==> src/sv/spp_pkg.sv <==
`default_nettype none

package spp_pkg;

  // Fixed field widths.
  localparam int POS_W  = 32;
  localparam int TMR_W  = 17;
  localparam int TICK_W = 16;
  localparam int BAND_W = 8;
  localparam int CFG_W  = 16;
  localparam int CIDX_W = 3;

  // Configuration register indexes.
  typedef enum logic [CIDX_W-1:0] {
    CFG_ENCODER_MODE     = 3'd0,
    CFG_PULSE_HIGH_TICKS = 3'd1,
    CFG_PULSE_GAP_TICKS  = 3'd2,
    CFG_DEADBAND         = 3'd3,
    CFG_FWD_PIN_LEVEL    = 3'd4,
    CFG_POWER_ENABLE     = 3'd5
  } cfg_idx_t;

  // Current configuration as seen by the step logic.
  typedef struct packed {
    logic              encoder_mode;
    logic [TICK_W-1:0] pulse_high_ticks;
    logic [TICK_W-1:0] pulse_gap_ticks;
    logic [BAND_W-1:0] deadband;
    logic              fwd_pin_level;
    logic              power_enable;
  } cfg_t;

  // Per-tick state of the pulse generator.
  typedef struct packed {
    logic                    pulse_level;
    logic [TMR_W-1:0]        tick_timer;
    logic                    direction_level;
    logic signed [POS_W-1:0] commanded_position;
    logic signed [POS_W-1:0] estimated_position;
  } spp_state_t;

endpackage

`default_nettype wire

==> src/sv/spp_cfg_regs.sv <==
`default_nettype none

module spp_cfg_regs (
  input  wire logic                       clk,
  input  wire logic                       rst_n,
  input  wire logic                       cfg_we,
  input  wire logic [spp_pkg::CIDX_W-1:0] cfg_index,
  input  wire logic [spp_pkg::CFG_W-1:0]  cfg_data,
  output spp_pkg::cfg_t                   cfg
);

  spp_pkg::cfg_t cfg_r;
  spp_pkg::cfg_t cfg_nxt;

  // Decode the write; unknown indexes leave every register alone.
  always_comb begin
    cfg_nxt = cfg_r;
    if (cfg_we) begin
      unique case (spp_pkg::cfg_idx_t'(cfg_index))
        spp_pkg::CFG_ENCODER_MODE:     cfg_nxt.encoder_mode     = cfg_data[0];
        spp_pkg::CFG_PULSE_HIGH_TICKS: cfg_nxt.pulse_high_ticks = cfg_data;
        spp_pkg::CFG_PULSE_GAP_TICKS:  cfg_nxt.pulse_gap_ticks  = cfg_data;
        spp_pkg::CFG_DEADBAND:         cfg_nxt.deadband = cfg_data[spp_pkg::BAND_W-1:0];
        spp_pkg::CFG_FWD_PIN_LEVEL:    cfg_nxt.fwd_pin_level    = cfg_data[0];
        spp_pkg::CFG_POWER_ENABLE:     cfg_nxt.power_enable     = cfg_data[0];
        default:                       cfg_nxt = cfg_r;
      endcase
    end
  end

  always_ff @(posedge clk) begin
    if (!rst_n) begin
      cfg_r.encoder_mode     <= 1'b0;
      cfg_r.pulse_high_ticks <= spp_pkg::TICK_W'(1);
      cfg_r.pulse_gap_ticks  <= spp_pkg::TICK_W'(100);
      cfg_r.deadband         <= spp_pkg::BAND_W'(2);
      cfg_r.fwd_pin_level    <= 1'b0;
      cfg_r.power_enable     <= 1'b0;
    end else begin
      cfg_r <= cfg_nxt;
    end
  end

  assign cfg = cfg_r;

endmodule

`default_nettype wire

==> src/sv/spp_step_core.sv <==
`default_nettype none

module spp_step_core (
  input  wire spp_pkg::cfg_t                    cfg,
  input  wire spp_pkg::spp_state_t              cur,
  input  wire logic signed [spp_pkg::POS_W-1:0] target_position,
  input  wire logic signed [spp_pkg::POS_W-1:0] encoder_position,
  input  wire logic                             go_forward,
  output spp_pkg::spp_state_t                   nxt
);

  localparam int XW = spp_pkg::POS_W + 2;

  logic signed [XW-1:0] tgt_x, enc_x, cmd_x, band_x, lo_x, hi_x;
  logic [spp_pkg::TMR_W-1:0] high_x, gap_x;
  logic below, above, in_band, cmd_lt_tgt, cmd_gt_tgt;
  logic pulse_done, decide;

  // Band limits are formed two bits wider so they never wrap.
  always_comb begin
    tgt_x  = XW'(target_position);
    enc_x  = XW'(encoder_position);
    cmd_x  = XW'(cur.commanded_position);
    band_x = $signed({{(XW-spp_pkg::BAND_W){1'b0}}, cfg.deadband});
    lo_x   = tgt_x - band_x;
    hi_x   = tgt_x + band_x;
    below      = enc_x < lo_x;
    above      = enc_x > hi_x;
    in_band    = (cmd_x > lo_x) && (cmd_x < hi_x);
    cmd_lt_tgt = cur.commanded_position < target_position;
    cmd_gt_tgt = cur.commanded_position > target_position;
  end

  // Timer thresholds.
  always_comb begin
    high_x     = {{(spp_pkg::TMR_W-spp_pkg::TICK_W){1'b0}}, cfg.pulse_high_ticks};
    gap_x      = {{(spp_pkg::TMR_W-spp_pkg::TICK_W){1'b0}}, cfg.pulse_gap_ticks};
    pulse_done = cur.pulse_level && (cur.tick_timer > high_x);
    decide     = !pulse_done && (cur.tick_timer > gap_x);
  end

  // One tick: drop the pulse, take a step decision, or count.
  always_comb begin
    nxt = cur;
    if (cfg.encoder_mode) begin
      nxt.estimated_position = encoder_position;
    end
    if (pulse_done) begin
      nxt.pulse_level = 1'b0;
      nxt.tick_timer  = '0;
    end else if (decide) begin
      nxt.tick_timer = '0;
      if (cfg.encoder_mode) begin
        if (below) begin
          nxt.direction_level = cfg.fwd_pin_level;
          nxt.pulse_level     = 1'b1;
          if (cfg.power_enable && cmd_lt_tgt) begin
            nxt.commanded_position = cur.commanded_position + spp_pkg::POS_W'(1);
          end
        end else if (above) begin
          nxt.direction_level = !cfg.fwd_pin_level;
          nxt.pulse_level     = 1'b1;
          if (cfg.power_enable && cmd_gt_tgt) begin
            nxt.commanded_position = cur.commanded_position - spp_pkg::POS_W'(1);
          end
        end else begin
          nxt.commanded_position = encoder_position;
        end
      end else if (!in_band) begin
        nxt.pulse_level = 1'b1;
        if (go_forward) begin
          nxt.commanded_position = cur.commanded_position + spp_pkg::POS_W'(1);
          nxt.estimated_position = cur.estimated_position + spp_pkg::POS_W'(1);
        end else begin
          nxt.commanded_position = cur.commanded_position - spp_pkg::POS_W'(1);
          nxt.estimated_position = cur.estimated_position - spp_pkg::POS_W'(1);
        end
      end
    end else begin
      nxt.tick_timer = cur.tick_timer + 1'b1;
    end
  end

endmodule

`default_nettype wire

==> src/sv/stepper_pulse_position_control_unit.sv <==
// Step/direction pulse generator with a position deadband. Each accepted item
// is one timer tick and yields exactly one result, the pin levels and both
// position counts after that tick. An item is taken every cycle while no result
// is stalled: the step logic is combinational from the state registers, which
// also serve as the result register, so a new item enters whenever the last
// result is taken or in the same cycle it is taken. Configuration writes are
// registered before they take effect and belong in idle periods.
`default_nettype none

module stepper_pulse_position_control_unit (
  input  wire logic                             clk,
  input  wire logic                             rst_n,
  input  wire logic                             in_valid,
  output logic                                  in_ready,
  input  wire logic signed [spp_pkg::POS_W-1:0] in_target_position,
  input  wire logic signed [spp_pkg::POS_W-1:0] in_encoder_position,
  input  wire logic                             in_go_forward,
  output logic                                  out_valid,
  input  wire logic                             out_ready,
  output logic                                  out_step_level,
  output logic                                  out_dir_level,
  output logic signed [spp_pkg::POS_W-1:0]      out_commanded_count,
  output logic signed [spp_pkg::POS_W-1:0]      out_estimated_count,
  input  wire logic                             cfg_we,
  input  wire logic [spp_pkg::CIDX_W-1:0]       cfg_index,
  input  wire logic [spp_pkg::CFG_W-1:0]        cfg_data
);

  spp_pkg::cfg_t       cfg;
  spp_pkg::spp_state_t state_r, state_nxt;
  logic                out_valid_r, out_valid_nxt;
  logic                accept;

  spp_cfg_regs u_cfg (
    .clk       (clk),
    .rst_n     (rst_n),
    .cfg_we    (cfg_we),
    .cfg_index (cfg_index),
    .cfg_data  (cfg_data),
    .cfg       (cfg)
  );

  spp_step_core u_core (
    .cfg              (cfg),
    .cur              (state_r),
    .target_position  (in_target_position),
    .encoder_position (in_encoder_position),
    .go_forward       (in_go_forward),
    .nxt              (state_nxt)
  );

  // The state holds still while a result waits, so it doubles as the output.
  assign in_ready      = !out_valid_r || out_ready;
  assign accept        = in_valid && in_ready;
  assign out_valid_nxt = accept || (out_valid_r && !out_ready);

  always_ff @(posedge clk) begin
    if (!rst_n) begin
      state_r     <= '0;
      out_valid_r <= 1'b0;
    end else begin
      out_valid_r <= out_valid_nxt;
      if (accept) begin
        state_r <= state_nxt;
      end
    end
  end

  assign out_valid           = out_valid_r;
  assign out_step_level      = state_r.pulse_level;
  assign out_dir_level       = state_r.direction_level;
  assign out_commanded_count = state_r.commanded_position;
  assign out_estimated_count = state_r.estimated_position;

endmodule

`default_nettype wire

==> config.mk <==
export PLATFORM = sky130hd
export DESIGN_NAME = stepper_pulse_position_control_unit
export DESIGN_NICKNAME = d
export VERILOG_FILES = /design/src/sv/spp_pkg.sv /design/src/sv/spp_cfg_regs.sv /design/src/sv/spp_step_core.sv /design/src/sv/stepper_pulse_position_control_unit.sv
export SDC_FILE = /design/constraint.sdc
export NUM_CORES = 1
export LEC_CHECK = 0
export ABC_AREA = 1
export BUFFER_PORTS_ARGS = -buffer_cell sky130_fd_sc_hd__buf_2
export CORE_AREA = 2 2 175 177
export DETAILED_ROUTE_END_ITERATION = 12
export DIE_AREA = 0 0 177 179
export PLACE_DENSITY_LB_ADDON = 0.12
export SETUP_SLACK_MARGIN = 0.5
export SLEW_MARGIN = 20
export SYNTH_ARGS = -nofsm -noshare
export SYNTH_HDL_FRONTEND = slang
export SYNTH_SLANG_ARGS = --single-unit
==> constraint.sdc <==
create_clock -name clk -period 5.55 [get_ports clk]
set_input_delay 1.11 -clock clk [delete_from_list [all_inputs] [get_ports clk]]
set_output_delay 1.11 -clock clk [all_outputs]
set_load 0.01 [all_outputs]
-- After elaboration in Yosys (flattened, before gate mapping)
Index checks and enable logic that the tools add are counted.
- add/subtract/negate cells: 7
- order comparisons: 8
- eq/ne operators: 10
- mux-type cells: 19
- bitwise operators: 1
- reductions and logical operators: 25
- operators by type and width (cell ; number):
    $mux W32 ; 8
    $mux W64 ; 2
    $gt A32 B33 Y1 ; 2
    $lt A32 B33 Y1 ; 2
    $add A32 B2 Y32 const B ; 2
    $sub A32 B2 Y32 const B ; 2
    $gt A17 B16 Y1 ; 2
    $add A32 B9 Y33 ; 1
    $mux W33 ; 1
    $sub A32 B9 Y33 ; 1
    $gt A32 B32 Y1 ; 1
    $lt A32 B32 Y1 ; 1
    $mux W18 ; 1
    $add A17 B1 Y17 const B ; 1
    $mux W17 ; 1
    $reduce_and A2 Y1 ; 6
    $logic_and A1 B1 Y1 ; 7
    $eq A3 B2 Y1 const B ; 2
    $eq A3 B3 Y1 const B ; 2
    $mux W1 ; 6
    $ne A3 B3 Y1 const B ; 2
    $reduce_and A6 Y1 ; 1
    $reduce_and A5 Y1 ; 1
    $logic_not A1 Y1 ; 4
    other kinds (9) ; 11
- register bits after elaboration: 127
- bits of input ports: 89
- output and inout port bits: 68
- word-level logic and storage cells: 82

-- Depth between registers and ports, before layout
- depth after elaboration: 7
- mapped depth: 37
- depth with buffers taken out: 36

-- Hierarchy
Synthesis repeated with hierarchy kept, for this count alone.
- cell total of the unflattened synthesis: 3253
- area, all modules: 19621.3 µm²
- modules (own cells, without submodules) (module ; instances ; cells each ; area each (µm²) ; seq. area each (µm²)):
    spp_step_core ; 1 ; 2381 ; 13521.7 ; 0.0
    stepper_pulse_position_control_unit ; 1 ; 613 ; 4291.6 ; 1681.6
    spp_cfg_regs ; 1 ; 259 ; 1808.0 ; 860.8

-- Worst setup path after synthesis
No wires, ideal clock.
- path type: input to register
- start point: input port in_target_position[0] (netlist name)
- end point: register state_r, in the netlist out_commanded_count[12]
- setup time: 0.112 ns
- data arrival time: 5.335 ns
- required time: 5.438 ns
- path slack: 0.103 ns
- cell stages on the path: 34
- path buffers: 2
- cell sequence: ha_1 inv_1 fa_1 nor2_1 and3_1 nor2_1 o31ai_2 nand2_1 nor2_1 nand2_1 nor4_2 nand3_1 nor3_2 nand4_2 o21ai_0 o21ai_0 ha_1 nand2_1 nor2_1 a211oi_1 o221ai_1 a21oi_1 nand3_1 xnor2_1 inv_1 nand3_2 buf_6 nand2_4 inv_4 buf_6 o21ai_1 nand2_1 nor2_1 nor2_1
- longest elaborated chain between the ends: 5
- elaborated cells between the ends (all ways): 18
- those cells by class: add/sub: 2; order compare: 6; eq/ne: 3; mux: 3; reduce/logical: 4
- ends and longest elaborated chain (element ; RTL line ; text):
    from (decl) ; stepper_pulse_position_control_unit.sv:15 ; input wire logic signed [spp_pkg::POS_W-1:0] in_target_position,
    $sub A32 B9 Y33 or $add A32 B9 Y33 (tied branches) ; spp_step_core.sv:25, spp_step_core.sv:26 ;
    $gt A32 B33 Y1 (tied with other cells) ; spp_step_core.sv:29 ; in_band = (cmd_x > lo_x) && (cmd_x < hi_x);
    $logic_and A1 B1 Y1 or $mux W32 (tied branches) ; spp_step_core.sv:29, spp_step_core.sv:60 ;
    $ne A2 B2 Y1 (no line) or $mux W33 (tied branches) ; -- ;
    $reduce_and A6 Y1 (no line) or $mux W32 (tied branches) ; -- ;
    to (signal assigned) ; stepper_pulse_position_control_unit.sv:64 ; state_r <= state_nxt;
    to (decl) ; stepper_pulse_position_control_unit.sv:30 ; spp_pkg::spp_state_t state_r, state_nxt;
Several ways; a longest one is shown, not always the timed one.
A chain may end at the register's enable or synchronous reset.

-- Worst setup path after layout
- start point: input port in_target_position[0] (netlist name)
- end point: register state_r, in the netlist out_estimated_count[20]
- longest elaborated chain between the ends: 7
- elaborated cells between the ends (all ways): 9
- those cells by class: add/sub: 2; order compare: 2; mux: 4; reduce/logical: 1
- ends and longest elaborated chain (element ; RTL line ; text):
    $sub A32 B9 Y33 or $add A32 B9 Y33 (tied branches) ; spp_step_core.sv:25, spp_step_core.sv:26 ;
    $gt A32 B33 Y1 or $lt A32 B33 Y1 (tied branches) ; spp_step_core.sv:29 ;
    $logic_and A1 B1 Y1 * ; spp_step_core.sv:29 ;
    $mux W64 * ; spp_step_core.sv:69 ; end else if (!in_band) begin
    $mux W32 * ; spp_step_core.sv:53 ; if (cfg.encoder_mode) begin
    $mux W32 * ; spp_step_core.sv:51 ; end else if (decide) begin
    $mux W32 * ; spp_step_core.sv:48 ; if (pulse_done) begin
Every way passes the cells marked *; elsewhere a longest branch is shown, timed or not. The select of a mux whose other input is x is not followed.

==> impl_metrics.toml <==
[status]
outcome = "finished, violations left"
failed_checks = "negative setup slack"

[sta]
clock_skew_ns = 0.0114
tightest_slew_ns = 1.03
setup_viol = 65
hold_viol_final = 0
drv_slew = 0
fmax_mhz = 171
fin_crit_ns = 5.86
layout_setup_ws_ns = -0.311
relSlewSlack = 0.313
setup_tns_ns = -15.84
hold_ws_ns = 0.463
rsz0062_at_grt = "yes"
fin_crit_sh = 1.06

[synthesis]
netlist.top_cell.by_area = "ha_1"
synth_seq_cells = 127
synthCells = 2606
yosysUniqueCellTypes = 55
synthFlopType = "dfxtp_1"
netlist.area_leader.share = 0.181
syn_area_per_cell_sq_um = 6.34
synth_area_sq_um = 16500
yosys_warnings = 0
synth_edf_count = 0
synth_seq_area_share = 0.154
async_flop_share = 0
syn_nets = 2937
synthTopCellsByArea = "ha_1, dfxtp_1, nand2_1"

[clock_network]
cts.sinks = 127
h-tree-depth = 4
clk_path_buf_depth = 2
clock_latency_ns = 0.44
cts-hold-fix-buffers = 0
clkSlewWorstSetupHoldPaths_ns = 0.07
cts_inserted_buffers = 17
cts_tree = "built"
cts-root-buf = "clkbuf_16"

[routing]
avgViaCountPerCell = 5.68
routedWlPerCell_um = 17.9
wirelength_mm = 57.0
vias = 18100
dr.pass1.iters = 5
drt_iter0_markers = 1723
antenna_left = 0
drc = 0

[worst_setup_path]
worstPathRequired_ns = 5.90
slowest_stage = "fa_2"
crit_path_end_kind = "flop"
cp-start-kind = "input port"
arrival_ns = 6.21
critPathMaxStageDelay_ns = 0.36
crit_family = "simple AND/OR/NAND/NOR gates"
worst-setup-path-type = "input port to flop"
critical_path_buf_inv_count = 6
path_max_fanout = 6

[power]
p_leak_nw = 9.83
p_int_mw = 2.27
ir_drop_mv = 0.208
sw_frac_of_total = 0.416
power_switching_mw = 1.61
p_total_mw = 3.88
p_comb_frac = 0.432
p_per_area_nw_per_um2 = 202
p_seq_frac = 0.263
clkPwrFrac = 0.304

[cells_and_area]
antennaDiodeCount = 0
nNetsFinal = 3105
nFillCells = 2914
drive_gt1_frac = 0.161
syn2layout_area_growth_pct = 16.5

[die]
die_h_um = 179
initial_core_util = 0.550
core-area_sq_um = 30000
io_pins = 157
num_rows = 64
die_w_um = 177
dieArea_sq_um = 31700

[placed_design]
dpl.hpwl_mm = 43.6
gp_congestion = 0.934
portBuffers = 156

[min_path]
min_path_type = "flop to flop"

[global_routing]
grt_max_degree = 64
grt_usage = 0.355
grt_overflow_total = 0
grt_pass1_wl_mm = 88.5
antenna_found_initial = 0
grt_pass1_vias = 16800

[flow_run]
drv_cap = 0
[synth_stat cells (all sizes together), types with 12 or more instances]
cell type and count:
clkbuf 52, mux2i 16, buf 98, a211oi 19, inv 274, nor3 64
nor4 24, xnor2 22, o211ai 12, nand2 683, a21oi 201, xor2 117
nand3 120, o21ai 181, nor2 225, dfxtp 127, ha 239, nand4 68
[stage by stage]
stage                     setup slack (ns)  utilization  cells  cell area (sq um)
after floorplan                      0.210            -   2606              16600
after global placement              -0.924        0.596   3119              17900
after detailed placement            -0.962        0.596   3119              17900
after CTS                          -0.0337        0.634   3169              19000
after global routing                -0.578        0.641   3183              19300
final                               -0.311        0.641   3183              19300
[cell type report]
| cell class | instances | area (sq um) | area share |
|---|---|---|---|
| well taps | 396 | 495 | 0.0257 |
| clock inverters | 13 | 139 | 0.00721 |
| repair buffers | 298 | 2160 | 0.112 |
| flip-flops and latches | 127 | 2550 | 0.132 |
| repair inverters | 1 | 8.76 | 0.000455 |
| inverters | 282 | 1080 | 0.0559 |
| multi-input cells | 2047 | 12400 | 0.643 |
| clock buffers | 19 | 454 | 0.0236 |
[layer usage]
| layer | GRT usage | vias to the layer above | routed length, um |
|---|---|---|---|
| met3 | 0.0420 | 147 | 3940 |
| met2 | 0.593 | 715 | 26200 |
| met4 | 0.152 | 0 | 2430 |
| met1 | 0.462 | 8253 | 24500 |
| li1 | - | 8964 | - |
| met5 | 0 | - | 0 |
[worst reg2reg max path, delay by kind of cell (launching register included)]
| kind | cells | cell delay, ns |
|---|---|---|
| and+or+nand+nor | 20 | 3.17 |
| adders and majority gates | 3 | 0.83 |
| buffers and inverters | 5 | 0.53 |
| AOI/OAI and AO/OA | 3 | 0.42 |
| DFF | 1 | 0.41 |
| xor gates and xnor gates | 1 | 0.11 |
[path summary, 6_finish.rpt]
check                                                 from                                   end  slack, ns  depth (start not counted)
worst max-delay path                 in_target_position[0]  out_estimated_count[20]$_SDFFE_PN0P_      -0.31                         33
worst min-delay path            u_cfg.cfg[13]$_SDFFE_PN0P_            u_cfg.cfg[13]$_SDFFE_PN0P_       0.46                          2
worst max register to register   u_cfg.cfg[2]$_SDFFE_PN0P_  out_estimated_count[20]$_SDFFE_PN0P_      -0.01                         32
worst min register to register  u_cfg.cfg[13]$_SDFFE_PN0P_            u_cfg.cfg[13]$_SDFFE_PN0P_       0.46                          2
[sequential cells by signal, indices dropped and copies added, names as in the netlist]
| name | cells |
|---|---|
| out_commanded_count | 32 |
| out_dir_level | 1 |
| out_estimated_count | 32 |
| out_step_level | 1 |
| out_valid | 1 |
| state_r | 17 |
| u_cfg.cfg | 43 |
[kinds of logic (layout without fill, tap and decap cells)]
| group | Yosys count | in the layout | synth area share |
|---|---|---|---|
| and+or+nand+nor | 1197 | 1197 | 0.312 |
| buffers and inverters | 432 | 613 | 0.117 |
| xor gates and xnor gates | 139 | 139 | 0.0737 |
| adders and majority gates | 242 | 242 | 0.185 |
| AOI/OAI and AO/OA | 453 | 453 | 0.150 |
| muxes | 16 | 16 | 0.00969 |
| DFF | 127 | 127 | 0.154 |
[power by group through the flow]
stage	Sequential [mW]	Combinational, mW	Clock (mW)
after floorplan	1.01	1.12	0
after global placement	1.04	1.50	0
after CTS	1.02	1.62	1.18
after global routing	1.02	1.87	1.22
final	1.02	1.68	1.18
after detailed placement	1.04	1.53	0
[cell usage in the layout, fill, tap and decap left out, drive strengths merged]
master,n
clkinvlp,3
nor4,24
a221oi,1
xor2,117
o31ai,3
a21boi,1
nor2,225
o21a,5
bufinv,1
o211ai,12
bufbuf,2
clkinv,8
a31oi,8
and3,4
nor3,64
o21ai,181
xnor2,22
dfxtp,127
a41oi,1
nand3,120
a21oi,201
or2,3
ha,239
a31o,1
a211oi,19
nand3b,5
nand2,683
a2111oi,3
and2,1
o221ai,3
clkbuf,20
nand4,68
a21o,5
inv,284
mux2i,16
fa,3
o221a,2
o21bai,5
buf,295
o2111ai,2
[repair_timing]
item | 4_1_cts | 5_1_grt
setup buffers | 11 | 13
gates resized for setup | 66 | 34
endpoints found under the setup margin | 66 | 66
hold endpoints to repair | 0 | 0
cloned | 7 | 1
pin swaps | 14 | 29
(Power assumes the default switching activity.)
